**config.mk**
```make
export PLATFORM = sky130hd
export DESIGN_NAME = dmq_ram
export DESIGN_NICKNAME = d
export VERILOG_FILES = /design/src/design/dmq_ram.sv
export SDC_FILE = /design/constraint.sdc
export NUM_CORES = 2
export LEC_CHECK = 0
export BUFFER_PORTS_ARGS = -buffer_cell sky130_fd_sc_hd__buf_2
export CAP_MARGIN = 20
export CELL_PAD_IN_SITES_DETAIL_PLACEMENT = 0
export CELL_PAD_IN_SITES_GLOBAL_PLACEMENT = 1
export CORE_MARGIN = 3
export CORE_UTILIZATION = 50
export CTS_CLUSTER_DIAMETER = 120
export DETAILED_ROUTE_END_ITERATION = 6
export MAX_ROUTING_LAYER = met4
export PLACE_DENSITY = 0.81
export SLEW_MARGIN = 40
export SYNTH_ARGS = -nofsm -noshare
export SYNTH_HDL_FRONTEND = slang
export SYNTH_SLANG_ARGS = --single-unit
```
**constraint.sdc**
```tcl
create_clock -name i_clk -period 8.6 [get_ports i_clk]
set_clock_uncertainty 0.05 [all_clocks]
set_input_delay 0.43 -clock i_clk [delete_from_list [all_inputs] [get_ports i_clk]]
set_output_delay 0.43 -clock i_clk [all_outputs]
set_load 0.02 [all_outputs]
```
**src/design/dmq_ram.sv**
```systemverilog
`timescale 1ns / 1ps
module dmq_ram #(
    parameter int WIDTH = 128,
    parameter int DEPTH = 32,
    localparam int AW   = (DEPTH > 1) ? $clog2(DEPTH) : 1
) (
    input  logic             i_clk,
    input  logic             i_we,
    input  logic [AW-1:0]    i_waddr,
    input  logic [WIDTH-1:0] i_wdata,
    input  logic [AW-1:0]    i_raddr,
    output logic [WIDTH-1:0] o_rdata
);

    logic [WIDTH-1:0] r_mem [DEPTH];
    logic [WIDTH-1:0] r_rdata;

    always_ff @(posedge i_clk) begin
        if (i_we) begin
            r_mem[i_waddr] <= i_wdata;
        end
        r_rdata <= r_mem[i_raddr];
    end

    assign o_rdata = r_rdata;

endmodule

```
Word-level counts from Yosys, hierarchy flattened --
Memory sizes are Yosys's and may differ from the RTL's. A register that Yosys moved wholly into a read port is not among the register bits. Index checks and enable logic that the tools add are counted.
Cells by class: multiplexer cells 2
Operator list (number):
- 1-bit two-way mux | 2
Word-level totals: flip-flop bits (word level) 0, RAM bits 4096, bits of input ports 140, output and inout bits 128, logic and storage cells 3, memories 1
Memory list:
- r_mem | depth 32, width 128, rd ports 1, clocked after Yosys merged registers in 1, write ports 1, RTL line 15 | logic [WIDTH-1:0] r_mem [DEPTH];

Longest topological paths before layout --
depth in word-level cells 2, mapped depth 9, gate-level depth less buffers 4

Least setup slack after synthesis --
OpenSTA, ideal clock, no wires.
path type input to register, start in i_waddr[1], end mem r_mem[12][0], enable pin, library setup time 0.617 ns, data arrival time 6.411 ns, required time 7.933 ns, setup slack 1.522 ns, stages on the path 3, buffers on the path 1, cells stage by stage or3b_2 -> clkbuf_1 -> nor2_1
RTL lines:
- start: declaration | RTL line 9 | input logic [AW-1:0] i_waddr,
- end: declaration | RTL line 15
Straight into the memory's write port.

==> results by group <==
Logic synthesis
  • Cell variety after synth: 28
  • Syn_nets: 6,580
  • Synth Area per Inst: 24.1 um^2
  • Top post-synthesis cells by area: edfxtp_1, mux4_2, o22ai_1
  • Sequential share of the synthesized area: 0.809
  • Post-synth top flop: edfxtp_1
  • Synth top cells by count: edfxtp_1, mux4_2, o22ai_1
  • Most common cell in the netlist: edfxtp_1
  • Post-synth EDFFs: 4,096
  • Post-synthesis register bit count: 4,224
  • Cell Area, Synth: 0.155 mm^2
  • Synth top area share: 0.792
  • Synthesized instance count: 6,440
  • Post-synth top area cell: edfxtp_1
  • Post-synth ARST share: 0
  • Yosys warnings: 0

Worst setup path
  • Critical Path Sink Type: flop
  • Critical path type: in -> reg
  • Crit path buf inv count: 3
  • Worst path max stage delay: 840 ps
  • Crit path DAT: 3570 ps
  • Worst Path Required: 9280 ps
  • Crit path top cell by count: buf_4
  • CP cell instances: buf_8 > buf_4 > buf_4 > mux4_2 > o22ai_1 > nor4_1
  • CP delay by family, top: buffers and inverters
  • CP max FO: 74
  • Slowest-stage cell, CP: nor4_1
  • CP Launch Type: input port

Drt
  • DR WL/cell: 34.1 um
  • Antenna-violating nets left: 0
  • Highest routed layer: met4
  • DR vias: 75,300
  • Drt drc: 0
  • Met1 WL: 147,000 um
  • Vias per std cell: 6.53
  • First DRT Iteration DRCs: 10,388
  • DRT Pass-1 Iters: 5
  • Routed length on met3: 37,800 um
  • Final WL: 393,000 um
  • WL met2: 196,000 um

Floorplan
  • # rows: 203
  • Chip Height: 563 um
  • Core area: 0.307 mm^2
  • I/O pin count: 268
  • Die X: 563 um
  • Die area: 0.317 mm^2
  • Starting density of the core: 0.505

CTS
  • H-tree levels: 5
  • Clk slew on worst S/H paths: 60 ps
  • Clk buf depth: 4
  • Clock Latency Late Sink: 930 ps
  • Post-CTS resize count: 0
  • Setup bufs post-CTS: 0
  • Root buffer cell: clkbuf_16
  • CTS tree: done
  • Num CTS Buffers: 405
  • CTS sink count: 4,224

Finish
  • Nets: 7,207
  • Proportion of layout cells with a drive suffix above 1: 0.279
  • Filler cells: 21,085
  • Layout area overhead: 14.2%

Timing
  • Hold WS: 80.7 ps
  • Peak Freq: 346 MHz
  • Setup WS post-layout: 5710 ps
  • Period utilization: 0.336
  • Worst Max-Slew Pin Slew: 918 ps
  • Max Slew Vio Count: 0
  • Slew headroom: 0.388
  • Setup TNS: 0 ps
  • Unrepaired setup endpoints after global routing: no
  • Final min period: 2890 ps
  • Hold Fails Final Rpt: 0
  • Final setup viols: 0

GRT
  • First-pass GRT wire length: 562,000 um
  • Largest net degree at the start of global routing: 123
  • Remaining global-route overflow: 0
  • Gr usage total: 0.254
  • Vias in the first global route: 76,120
  • Initial antenna violation count: 34

Place
  • Final HPWL DP: 196,000 um
  • Routability cong.: 0.772
  • # port buffers: 267
  • Pre-CTS setup slack: 4850 ps

Run status
  • Outcome: completed

Pwr
  • VDD IR max: 198 uV
  • Power Density: 242 mW/mm^2
  • Lkg Pwr: 55.4 nW

Flow run
  • Max-cap violation count: 0

Worst hold path
  • HP Class: in -> reg
[layout by cell type (no fill, tap or decap), types with 80 or more instances in the layout]
cell type / count
dfxtp_1: 128
dlygate4sd3_1: 126
mux4_2: 956
clkbuf_16: 411
buf_2: 265
nor4_1: 106
o22ai_1: 444
buf_4: 88
clkbuf_1: 80
mux2i_1: 136
edfxtp_1: 4096
a22oi_1: 102
clkinv_2: 97
[through the flow]
step	util	std cells	total power [mW]	area [um^2]
2_1_floorplan	-	6440	24.5	155000
3_3_place_gp	0.526	10603	25.3	162000
3_5_place_dp	0.528	10624	25.4	162000
4_1_cts	0.576	11500	43.0	177000
5_1_grt	0.577	11523	44.0	177000
6_report	0.577	11528	42.8	177000
[cell families after synthesis]
logic type / Yosys count / share of synthesized area
flops: 4224 / 0.809
simple gates: 226 / 0.00832
buf+inv: 352 / 0.0126
compound gates: 546 / 0.0228
mux: 1092 / 0.147
[layer usage]
layer | track usage | up-vias
met5 | - | -
met3 | 0.0371 | 759
met4 | 0.0758 | 0
met1 | 0.346 | 40350
li1 | - | 29288
met2 | 0.403 | 4903
[area by class of cell]
| cell class | instances | area, um^2 | share of cell area |
|---|---|---|---|
| Clock buffer | 521 | 11000 | 0.0620 |
| Antenna cell | 18 | 45.0 | 0.000254 |
| Clock inverter | 229 | 2370 | 0.0134 |
| Timing Repair Buffer | 572 | 5040 | 0.0285 |
| Multi-Input combinational cell | 1864 | 28100 | 0.159 |
| Tap cell | 4100 | 5130 | 0.0289 |
| Sequential cell | 4224 | 126000 | 0.708 |
[where the power goes]
part / internal [mW] / switching [mW]
combinational: 0.739 / 1.22
clock: 10.3 / 7.52
sequential: 22.9 / 0.175
[flip-flops by register name, indices dropped and copies added, names as in the netlist]
name and flops:
r_mem 4096, o_rdata 128
[final timing paths]
| kind | startpoint | endpoint | slack, ps | cells past startpoint |
|---|---|---|---|---|
| max | i_raddr[2] | o_rdata[58]$_DFF_P_ | 5710 | 6 |
| min | i_wdata[40] | r_mem[4][40]$_DFFE_PP_ | 80 | 1 |
| max reg2reg | r_mem[27][58]$_DFFE_PP_ | o_rdata[58]$_DFF_P_ | 6730 | 3 |
| min reg2reg | r_mem[23][8]$_DFFE_PP_ | o_rdata[8]$_DFF_P_ | 660 | 3 |
[what timing repair did]
item / CTS / global route
hold buffers: 126 / 0
setup endpoints to repair: 0 / 0
endpoints found under the hold margin: 3909 / 0
(Power assumes the default switching activity.)
