$ cat src/design/dmq_pkg.sv
`timescale 1ns / 1ps
package dmq_pkg;

    localparam int DEPTH = 32;
    localparam int IDX_W = (DEPTH > 1) ? $clog2(DEPTH) : 1;
    localparam int CNT_W = $clog2(DEPTH + 1);
    localparam int OCC_W = 6;
    localparam int KEY_W = 64;
    localparam int TAG_W = 64;

    typedef enum logic [1:0] {
        OP_PUSH = 2'd0,
        OP_PEEK = 2'd1,
        OP_POP  = 2'd2,
        OP_NOP  = 2'd3
    } t_opcode;

    typedef struct packed {
        logic [KEY_W-1:0] deadline;
        logic [TAG_W-1:0] cookie;
    } t_entry;

    localparam int ENTRY_W = $bits(t_entry);

    typedef struct packed {
        logic             take;
        logic             first;
        logic [IDX_W-1:0] slot;
    } t_min_ctl;

    function automatic logic [OCC_W-1:0] occ_of(input logic [CNT_W-1:0] cnt);
        logic [CNT_W+OCC_W-1:0] ext;
        ext = {{OCC_W{1'b0}}, cnt};
        return ext[OCC_W-1:0];
    endfunction

endpackage

$ cat src/design/dmq_min_unit.sv
`timescale 1ns / 1ps
module dmq_min_unit import dmq_pkg::*; (
    input  logic             i_clk,
    input  t_min_ctl         i_ctl,
    input  t_entry           i_entry,
    output t_entry           o_best,
    output logic [IDX_W-1:0] o_best_slot
);

    t_entry           r_best;
    logic [IDX_W-1:0] r_best_slot;
    logic             w_take;

    // strict compare: earlier slot keeps ties
    assign w_take = i_ctl.take && (i_ctl.first || (i_entry.deadline < r_best.deadline));

    always_ff @(posedge i_clk) begin
        if (w_take) begin
            r_best      <= i_entry;
            r_best_slot <= i_ctl.slot;
        end
    end

    assign o_best      = r_best;
    assign o_best_slot = r_best_slot;

endmodule

$ cat config.mk
export PLATFORM = sky130hd
export DESIGN_NAME = dmq_min_unit
export DESIGN_NICKNAME = d
export VERILOG_FILES = /design/src/design/dmq_pkg.sv /design/src/design/dmq_min_unit.sv
export SDC_FILE = /design/constraint.sdc
export NUM_CORES = 1
export LEC_CHECK = 0
export BUFFER_PORTS_ARGS = -buffer_cell sky130_fd_sc_hd__buf_2
export CAP_MARGIN = 15
export CORE_MARGIN = 2
export CORE_UTILIZATION = 50
export DETAILED_ROUTE_END_ITERATION = 10
export GPL_TIMING_DRIVEN = 0
export HOLD_SLACK_MARGIN = 0.12
export PLACE_DENSITY_LB_ADDON = 0.3
export REMOVE_ABC_BUFFERS = 1
export SLEW_MARGIN = 20
export SYNTH_ARGS = -nofsm -noshare
export SYNTH_HDL_FRONTEND = slang
export SYNTH_SLANG_ARGS = --single-unit
$ cat constraint.sdc
create_clock -name i_clk -period 13.25 [get_ports i_clk]
set_clock_uncertainty 0.15 [all_clocks]
set_input_delay 3.3125 -clock i_clk [delete_from_list [all_inputs] [get_ports i_clk]]
set_output_delay 3.3125 -clock i_clk [all_outputs]
set_load 0.05 [all_outputs]
-- After elaboration in Yosys (flattened, before gate mapping)
Cells that the tools add are included.
- $lt $le $gt $ge: 1
- reduce and logical (&&, ||, !) cells: 2
- operators with widths (cell ; number):
    64-bit < comparator ; 1
    1-bit logical AND ; 1
    1-bit logical OR ; 1
- register bits: 133
- bits of input ports: 136
- logic and storage cells: 6

-- Longest topological paths before layout
Gate-level depths: netlist of run 1.
- depth in word-level cells: 3
- gate-level depth with buffers: 8
- depth with buffers taken out: 8

-- Least setup slack after synthesis of run 1
Ideal clock, no wire load.
- path type: input -> register
- start point: input i_entry[83] (netlist bit)
- end point: register r_best, in the netlist o_best[0], enable pin
- arrival time: 7731 ps
- path slack: 4860 ps
- stages: 7
- buffers on the path: 0
- cells stage by stage: ha_1 > a21oi_2 > o21ai_1 > a221o_1 > a2111oi_2 > a21o_1 > and3_1
- word-level cells in the longest chain between the ends: 3
- RTL lines (element ; RTL line ; RTL):
    start, declared ; dmq_min_unit.sv:5 ; input t_entry i_entry,
    64-bit < comparator ; dmq_min_unit.sv:15 ; assign w_take = i_ctl.take && (i_ctl.first || (i_entry.deadline < r_best.deadline));
    1-bit logical OR ; dmq_min_unit.sv:15 ;
    1-bit logical AND ; dmq_min_unit.sv:15 ;
    named net w_take ; dmq_min_unit.sv:12 ; logic w_take;
    end signal, assigned ; dmq_min_unit.sv:19 ; r_best <= i_entry;
    end, declared ; dmq_min_unit.sv:10 ; t_entry r_best;
The timed path passes the listed nets, and every way through them passes these cells.
A chain may end at the register's enable or synchronous reset.

-- Final worst setup path of run 1
- start point: input i_entry[83] (netlist bit)
- end point: register r_best, in the netlist o_best[52], enable pin
Same word-level chain as after synthesis.

==> metrics.md, run 1 <==
| Metric | Value |
|---|---|
| Status | `finished clean` |
| Crit start category | `primary input` |
| Sequential Power Share | `41.6%` |
| Max-Cap Viols | `0` |
| Post-DP Area | `0.00717 mm^2` |
| Initial antenna violation count | `2` |
| CTS clock-pin slew for the worst setup and hold paths | `0.06 ns` |
| Leakage power | `3.69 nW` |
| Core Rows | `38` |
| Clock tree sinks | `133` |
| Vias | `3982` |
| CP endpoint kind | `flip-flop` |
| M2 GR Usage | `38.5%` |
| Worst reg2reg setup slack | `10.11 ns` |
| Combinational Power Share | `21.3%` |
| Initial Util | `51.4%` |
| Cell Int Power | `0.867 mW` |
| Critical Path RT | `13.29 ns` |
| Synth warn | `0` |
| Clock latency on the worst-skew pair | `0.52 ns` |
| DP HPWL | `10700 um` |
| Synthesized area | `0.00560 mm^2` |
| Buffers added on ports | `268` |
| Final hold vios | `0` |
| Setup Fix Bufs, Post-CTS | `0` |
| Grt met3 use | `9.48%` |
| Crit path DAT | `5.72 ns` |
| Clock Tree Buf Depth | `2` |
| RSZ-0062 raised after global routing | `no` |
| Wirelength per Cell | `16.8 um` |
| Core area | `0.0109 mm^2` |
| Post-DR vias/cell | `4.97` |
| FF+latch count, synth | `133` |
| Mapped Cells | `358` |
| GP Congestion | `0.813` |
| Initial DRC count | `170` |
| Critical Path End | `o_best[52]` |
| M1 GR Usage | `24.7%` |
| Switching Share | `31.2%` |
| DRT antenna net count | `0` |
| Gr ovfl total | `0` |
| Worst R2R End | `o_best[52]` |
| Worst r2r src | `o_best[83]` |
| Die area | `0.0121 mm^2` |
| H-tree depth | `4` |
| Min Tclk post-route | `5.67 ns` |
| Highest Clock Rate | `0.176 GHz` |
| WS Path Type | `primary input to flip-flop` |
| PwrDens | `162 mW/mm^2` |
| Die span in y | `110 um` |
| DR DRC count | `0` |
| IR drop worst, VDD | `98.7 uV` |
| Final wirelength | `13400 um` |
| Vias in the first global route | `4037` |
| Smallest hold slack | `1.12 ns` |
| Setup WS pre-CTS | `6.99 ns` |
| Avg Cell Area, Syn | `15.6 um^2` |
| Max-slew headroom | `66.3%` |
| Final core occ | `71.3%` |
| CTS resizes | `0` |
| Final worst slack | `7.58 ns` |
| Final setup violation count | `0` |
| Start point of the critical path | `i_entry[83]` |
| Share of cells above drive strength 1 | `45.9%` |
| CTS tree | `built` |
| Post-synthesis sequential area ratio | `71.4%` |
| Switching pwr | `0.393 mW` |
| Fin area | `0.00777 mm^2` |
| Gr busiest metal | `met2` |
| HP Class | `flip-flop to flip-flop` |
| Largest net degree at the start of global routing | `58` |
| Clock Power Share | `37.0%` |
| Root buffer cell | `clkbuf_8` |
| Yosys cell types | `28` |
| DR pass1 iterations | `6` |
| First-pass GRT wire length | `19800 um` |
| Hold_buf cts | `0` |
| CTS Buf Count | `17` |
| Worst slew pin tran | `0.499 ns` |
| Die width | `110 um` |
| Area Growth Syn to Fin | `38.8%` |
| I/O pin total | `269` |
| Worst r2r path cells | `9` |
| Fin crit share | `42.8%` |
| Fin nets | `846` |
| Worst Path Max Fanout | `57` |
| Gr usage total | `22.6%` |
| Setup tns final | `0 ns` |
| Fin. max-slew vios | `0` |
[metrics by stage]
| step | power (mW) | std cells |
|---|---|---|
| finish | 1.26 | 801 |
| global route | 1.31 | 801 |
| floorplan | 0.726 | 358 |
| CTS | 1.27 | 800 |
| global placement | 0.799 | 766 |
| detailed placement | 0.804 | 768 |
[power by group through the flow]
stage,clock (mW),sequential [mW],combinational (mW)
4_1_cts,0.477,0.526,0.271
6_report,0.467,0.525,0.269
3_3_place_gp,0,0.540,0.259
2_1_floorplan,0,0.668,0.0581
5_1_grt,0.497,0.530,0.288
3_5_place_dp,0,0.534,0.270
[synth_stat cells, drive strengths merged]
| cell type | instances | area (um^2) |
|---|---|---|
| a2111oi | 3 | 38.8 |
| a211oi | 1 | 7.51 |
| a21o | 9 | 67.6 |
| a21oi | 22 | 114 |
| a221o | 1 | 10.0 |
| a221oi | 1 | 8.76 |
| a31oi | 2 | 12.5 |
| and3 | 2 | 12.5 |
| and4 | 2 | 17.5 |
| edfxtp | 133 | 3990 |
| ha | 63 | 788 |
| inv | 65 | 244 |
| nand2 | 12 | 45.0 |
| nand2b | 2 | 12.5 |
| nand3 | 10 | 50.1 |
| nand3b | 1 | 7.51 |
| nand4 | 12 | 75.1 |
| nor2 | 3 | 11.3 |
| nor2b | 1 | 6.26 |
| nor3 | 2 | 10.0 |
| o21ai | 7 | 35.0 |
| o31ai | 1 | 7.51 |
| o41ai | 1 | 8.76 |
| or2 | 1 | 6.26 |
| or3 | 1 | 6.26 |
[layout make-up]
class / count / area (um^2)
sequential: 133 / 3990
timing repair buffer: 270 / 1400
clock inverter: 15 / 178
multi-input combinational: 160 / 1360
inverter: 65 / 244
tap: 140 / 175
fill: 753 / 3120
clock buffer: 17 / 414
antenna: 1 / 2.50
[per-layer routing]
metal | vias to the layer above | part of all wire [%] | routed length, um
met5 | - | 0.089 | 12
met4 | 2 | 2.2 | 293
met3 | 27 | 8.8 | 1180
met2 | 166 | 51 | 6880
met1 | 1870 | 38 | 5080
li1 | 1917 | - | -
[kinds of logic (layout without fill, tap and decap cells)]
kind of cell	after synthesis	in the layout	share of synthesized area, %
DFF	133	133	71.4
AOI/OAI and AO/OA	48	48	5.54
buffers and inverters	65	367	4.36
other	0	1	0
adders and majority gates	63	63	14.1
and+or+nand+nor	49	49	4.65
[worst max-delay path, stage by stage]
cell	delay, ns
buf_2	0.11
ha_1	0.32
a21oi_2	0.14
o21ai_1	0.07
a221o_1	0.36
a2111oi_2	0.40
a21o_1	0.17
and3_4	0.47
buf_16	0.32
[worst min-delay path by stage]
stage	from	endpoint	cells past startpoint
floorplan	o_best[127]	o_best[0]	5
CTS	o_best[127]	o_best[125]	5
detailed placement	o_best[127]	o_best[125]	5
global placement	i_ctl[3]	o_best_slot[3]	1
global route	o_best[124]	o_best[125]	6
finish	o_best[127]	o_best[125]	5
[placed cells by master (no fill, tap or decap), types with 2 or more instances in the layout]
cell,instances
bufinv_16,3
a21o_1,9
clkinv_1,3
a2111oi_2,2
and4_1,2
o21ai_0,4
ha_1,63
clkinv_4,3
edfxtp_1,133
clkbuf_16,16
inv_6,4
nand2_1,12
a21oi_1,21
nor3_1,2
nand2b_1,2
nor2_1,3
nand3_1,10
buf_16,2
clkinvlp_4,2
nand4_1,12
inv_1,65
o21ai_1,3
buf_2,268
a31oi_1,2
[registers in the layout, summed over array words and instances, names as in the netlist]
| register | flops |
|---|---|
| o_best | 128 |
| o_best_slot | 5 |
Power figures use the tool's default switching activity.
==> run 2: changes to the inputs <==
Settings changed: CORE_UTILIZATION 50 to 42.
Clock period 13.25 ns to 4.79 ns, I/O delays scaled along.
==> run 2 against run 1 <==
Register-to-register slack worse by 8.6 ns. Largest power group unchanged. Largest cell class unchanged. Global-route usage down 4.1 points. Utilization down 12 points. Critical endpoint is now o_best[37]. Worst hold slack worse by 0.32 ns. Wire length down 3.1%. Via count up 0.45%. Die area up 18%. Flip-flop and latch count unchanged. Sequential share of layout area down 0.32 points. Non-clock buffer count unchanged.
==> metrics.md, run 2 (synthesis results as in run 1) <==
| Metric | Value |
|---|---|
| M1 GR Usage | `21.2%` |
| Grt met3 use | `7.09%` |
| Fin. max-slew vios | `0` |
| First-pass GRT wire length | `20000 um` |
| PwrDens | `450 mW/mm^2` |
| DP HPWL | `10200 um` |
| Post-DR vias/cell | `4.77` |
| GP Congestion | `0.773` |
| Min Tclk post-route | `3.75 ns` |
| Gr usage total | `18.5%` |
| Wirelength per Cell | `15.5 um` |
| CTS clock-pin slew for the worst setup and hold paths | `0.06 ns` |
| Share of cells above drive strength 1 | `46.1%` |
| Hold_buf cts | `0` |
| Highest Clock Rate | `0.266 GHz` |
| Clock Tree Buf Depth | `2` |
| WS Path Type | `primary input to flip-flop` |
| Initial DRC count | `177` |
| Vias | `4000` |
| Fin nets | `846` |
| RSZ-0062 raised after global routing | `no` |
| Final setup violation count | `0` |
| CTS tree | `built` |
| Delay-heaviest family, CP | `compound AO/OA/AOI/OAI gates` |
| Max-slew headroom | `63.5%` |
| Area Growth Syn to Fin | `39.7%` |
| Final hold vios | `0` |
| Clock latency on the worst-skew pair | `0.42 ns` |
| Core Rows | `42` |
| Root buffer cell | `clkbuf_16` |
| H-tree depth | `4` |
| Fin crit share | `78.4%` |
| Worst reg2reg setup slack | `1.54 ns` |
| Start point of the critical path | `i_entry[83]` |
| Max FFs per register | `128` |
| Gr busiest metal | `met2` |
| Clock tree sinks | `133` |
| Vias in the first global route | `4060` |
| Largest net degree at the start of global routing | `55` |
| Slowest-stage cell, CP | `and3_4` |
| Worst Path Max Fanout | `54` |
| Final core occ | `59.5%` |
| IR drop worst, VDD | `280 uV` |
| CP endpoint kind | `flip-flop` |
| Max-Cap Viols | `0` |
| DRT antenna net count | `0` |
| Most common cell after layout, fill and taps aside | `buf_2` |
| Die area | `0.0143 mm^2` |
| Critical Path RT | `4.73 ns` |
| HP Class | `primary input to flip-flop` |
| Power consumption | `3.52 mW` |
| Initial antenna violation count | `2` |
| DR pass1 iterations | `4` |
| CTS Buf Count | `17` |
| Initial Util | `42.6%` |
| Critical Path End | `o_best[37]` |
| Die span in y | `119 um` |
| Worst r2r src | `o_best[83]` |
| Final wirelength | `13000 um` |
| Core area | `0.0131 mm^2` |
| Worst Path Buf+Inv | `2` |
| Crit start category | `primary input` |
| DR DRC count | `0` |
| Fill cell count | `1090` |
| Worst path max stage delay | `0.50 ns` |
| I/O pin total | `269` |
| Leakage power | `3.70 nW` |
| Worst r2r path cells | `9` |
| Status | `finished clean` |
| M2 GR Usage | `31.0%` |
| Gr ovfl total | `0` |
| Buffers added on ports | `268` |
| Setup Fix Bufs, Post-CTS | `0` |
| Worst slew pin tran | `0.540 ns` |
| Worst R2R End | `o_best[37]` |
| Crit path DAT | `3.70 ns` |
| Most frequent cells in the layout | `buf_2 (268), edfxtp_1 (133), inv_1 (65), ha_1 (63), a21oi_1 (21)` |
| CTS resizes | `0` |
| WP depth | `9` |
| Crit-path cells | `buf_2, ha_1, a21oi_2, o21ai_1, a221o_1, a2111oi_2, a21o_1, and3_4, buf_16` |
| Die width | `119 um` |
## run 2: changes by cell type in the layout (fill, tap and decap cells not counted), sizes merged
cell,before,now
clkinv,6,3
clkbuf,17,18
diode,1,2
inv,69,71
## run 2: through the flow
step	worst slack [ns]	cells	setup TNS, ns	cell area [um^2]	hold WS (ns)
floorplan	-1.48	358	-197.50	5600	1.15
global placement	-3.02	802	-401.33	7160	1.22
detailed placement	0.562	804	0	7210	1.15
CTS	0.998	836	0	7810	0.783
global route	0.874	837	0	7810	0.779
finish	1.04	838	0	7820	0.800
## run 2: cell type report
type,instances,area [um^2],area share (%)
clock buffers,18,429,5.49
repair buffers,270,1390,17.8
well taps,176,220,2.82
diodes,2,5.00,0.0640
clock inverters,14,171,2.19
multi-input cells,160,1360,17.4
flip-flops and latches,133,3990,51.1
inverters,65,244,3.12
## run 2: worst register-to-register path, stage by stage, from the launching register on
cell and delay, ns:
edfxtp_1 0.38, inv_1 0.07, ha_1 0.24, a21oi_2 0.15, o21ai_1 0.09, a221o_1 0.38, a2111oi_2 0.44, a21o_1 0.17
and3_4 0.50, buf_16 0.32
## run 2: per-layer routing
layer	part of all wire [%]	vias to the layer above
met5	0	-
met4	2.1	0
met3	8.6	19
met2	49	173
met1	40	1885
li1	-	1923
## run 2: worst min path at each step
stage,from,end,slack (ns),cells past startpoint
after floorplan,i_entry[0],o_best[0],1.15,0
after global placement,i_entry[22],o_best[22],1.22,1
after detailed placement,o_best[127],o_best[118],1.15,5
after CTS,i_entry[34],o_best[34],0.78,1
after global routing,i_entry[9],o_best[9],0.78,1
final,i_entry[34],o_best[34],0.80,1
## run 2: report_power, final
group          switching (mW)  internal (mW)  leakage (nW)
clock network           0.502          0.824         0.290
logic                   0.553          0.186          2.11
registers              0.0364           1.42          1.30
total                    1.09           2.43          3.70
==> run 3: changes to the inputs <==
Settings changed: CORE_UTILIZATION 42 to 46.
Clock period 4.79 ns to 3.6 ns, I/O delays scaled along.
==> run 3 against run 2 <==
Wire length shrank 1.3%. Final cell count shrank 3.6%. Critical path type unchanged. Clock power grew 22%. Critical endpoint is now o_best[41]. Via count grew 0.60%. Global-route usage grew 1.4 points.
==> metrics.md, run 3 (synthesis results as in run 1) <==
| Metric | Value |
|---|---|
| Final wirelength | `12900 um` |
| Setup Fix Bufs, Post-CTS | `0` |
| Slowest-stage cell, CP | `o41ai_1` |
| Hold_buf cts | `0` |
| Buffers added on ports | `268` |
| Die area | `0.0131 mm^2` |
| Vias in the first global route | `4105` |
| Most common cell after layout, fill and taps aside | `buf_2` |
| Clock tree sinks | `133` |
| CTS tree | `built` |
| Core Rows | `40` |
| Min Tclk post-route | `3.44 ns` |
| Smallest hold slack | `0.508 ns` |
| DR DRC count | `0` |
| CTS resizes | `0` |
| Final setup violation count | `0` |
| Post-DR vias/cell | `4.98` |
| HP Class | `primary input to flip-flop` |
| CTS Buf Count | `17` |
| Gr ovfl total | `0` |
| Gr usage total | `19.9%` |
| Core area | `0.0120 mm^2` |
| Root buffer cell | `clkbuf_16` |
| Max-slew headroom | `52.4%` |
| Fin crit share | `95.4%` |
| Share of cells above drive strength 1 | `46.3%` |
| Largest net degree at the start of global routing | `47` |
| Leakage power | `3.67 nW` |
| Initial DRC count | `191` |
| DP HPWL | `9680 um` |
| I/O pin total | `269` |
| Status | `finished clean` |
| Initial antenna violation count | `0` |
| Crit start category | `primary input` |
| Crit path DAT | `3.38 ns` |
| Placed Cells | `775` |
| CTS clock-pin slew for the worst setup and hold paths | `0.06 ns` |
| Max FFs per register | `128` |
| Highest Clock Rate | `0.291 GHz` |
| GP Congestion | `0.813` |
| WS Path Type | `primary input to flip-flop` |
| First-pass GRT wire length | `19600 um` |
| Hold Path Depth | `1` |
| Post-Layout Cell Count | `808` |
| Antenna diodes | `0` |
| Most frequent cells in the layout | `buf_2 (268), edfxtp_1 (133), inv_1 (65), ha_1 (63), a21oi_1 (21)` |
| CP endpoint kind | `flip-flop` |
| Fin. max-slew vios | `0` |
| Area Growth Syn to Fin | `38.2%` |
| Wirelength per Cell | `15.9 um` |
| Worst Path Max Fanout | `46` |
| Worst slew pin tran | `0.714 ns` |
| Clock latency on the worst-skew pair | `0.41 ns` |
| Die span in y | `114 um` |
| Worst r2r path cells | `8` |
| Crit-path cells | `buf_2, ha_1, a2111oi_2, a2111oi_0, o41ai_1, a21o_1, and3_4, buf_12` |
| IR drop worst, VDD | `392 uV` |
| Initial Util | `46.8%` |
| DRT antenna net count | `0` |
| Max-Cap Viols | `0` |
| DR pass1 iterations | `4` |
| Final hold vios | `0` |
| Fill cell count | `896` |
| RSZ-0062 raised after global routing | `no` |
| Vias | `4024` |
| PwrDens | `587 mW/mm^2` |
| Critical Path RT | `3.54 ns` |
| Die width | `114 um` |
| Worst path max stage delay | `0.59 ns` |
| H-tree depth | `4` |
| Fin nets | `847` |
| Clock Tree Buf Depth | `2` |
==> run 3: changes by cell type in the layout (fill, tap and decap cells not counted) <==
cell	previous run	this run
and3_2	0	1
buf_16	1	0
buf_12	1	2
clkinv_1	1	0
inv_6	6	3
bufinv_16	3	1
clkinv_2	2	3
clkinvlp_4	2	3
clkinv_4	0	4
diode_2	2	0
==> run 3: area by class of cell <==
| cell class | instances | area [um^2] | area share, % |
|---|---|---|---|
| Clock inverter | 14 | 129 | 1.67 |
| Clock buffer | 18 | 429 | 5.55 |
| Tap cell | 147 | 184 | 2.38 |
| Inverter | 65 | 244 | 3.16 |
| Timing Repair Buffer | 270 | 1380 | 17.9 |
| Multi-Input combinational cell | 161 | 1370 | 17.7 |
| Sequential cell | 133 | 3990 | 51.7 |
==> run 3: per-layer routing <==
| layer | track usage (%) | wire, um |
|---|---|---|
| met1 | 22.5 | 5040 |
| met2 | 33.7 | 6410 |
| met3 | 6.09 | 987 |
| met4 | 11.0 | 415 |
| met5 | 0 | 0 |
==> run 3: report_power, final <==
group | internal [mW] | leakage, nW | switching [mW]
sequential | 1.88 | 1.30 | 0.0465
clock | 0.954 | 0.267 | 0.664
combinational | 0.248 | 2.11 | 0.741
==> run 3: path summary, 6_finish.rpt <==
kind,from,to,slack (ns)
worst min register to register,o_best[127],o_best[32],1.18
worst max register to register,o_best[65],o_best[41],0.38
worst max-delay path,i_entry[65],o_best[41],0.16
worst min-delay path,i_entry[29],o_best[29],0.51
==> run 3: through the flow <==
step	setup slack (ns)	utilization, %	total power, mW	instance area (um^2)	setup TNS, ns
final	0.165	64.6	4.54	7730	0
after global routing	0.0764	64.6	4.70	7730	0
after CTS	0.192	64.6	4.57	7730	0
after detailed placement	-0.498	59.9	2.95	7170	-48.65
after global placement	-3.78	59.5	2.94	7120	-502.19
after floorplan	-2.38	-	2.67	5600	-316.20
==> run 3: critical path: cells and delay by family <==
kind,cells,cell delay (ns)
compound gates,4,1.25
simple gates,1,0.48
buf+inv,2,0.41
fa+ha+maj,1,0.30
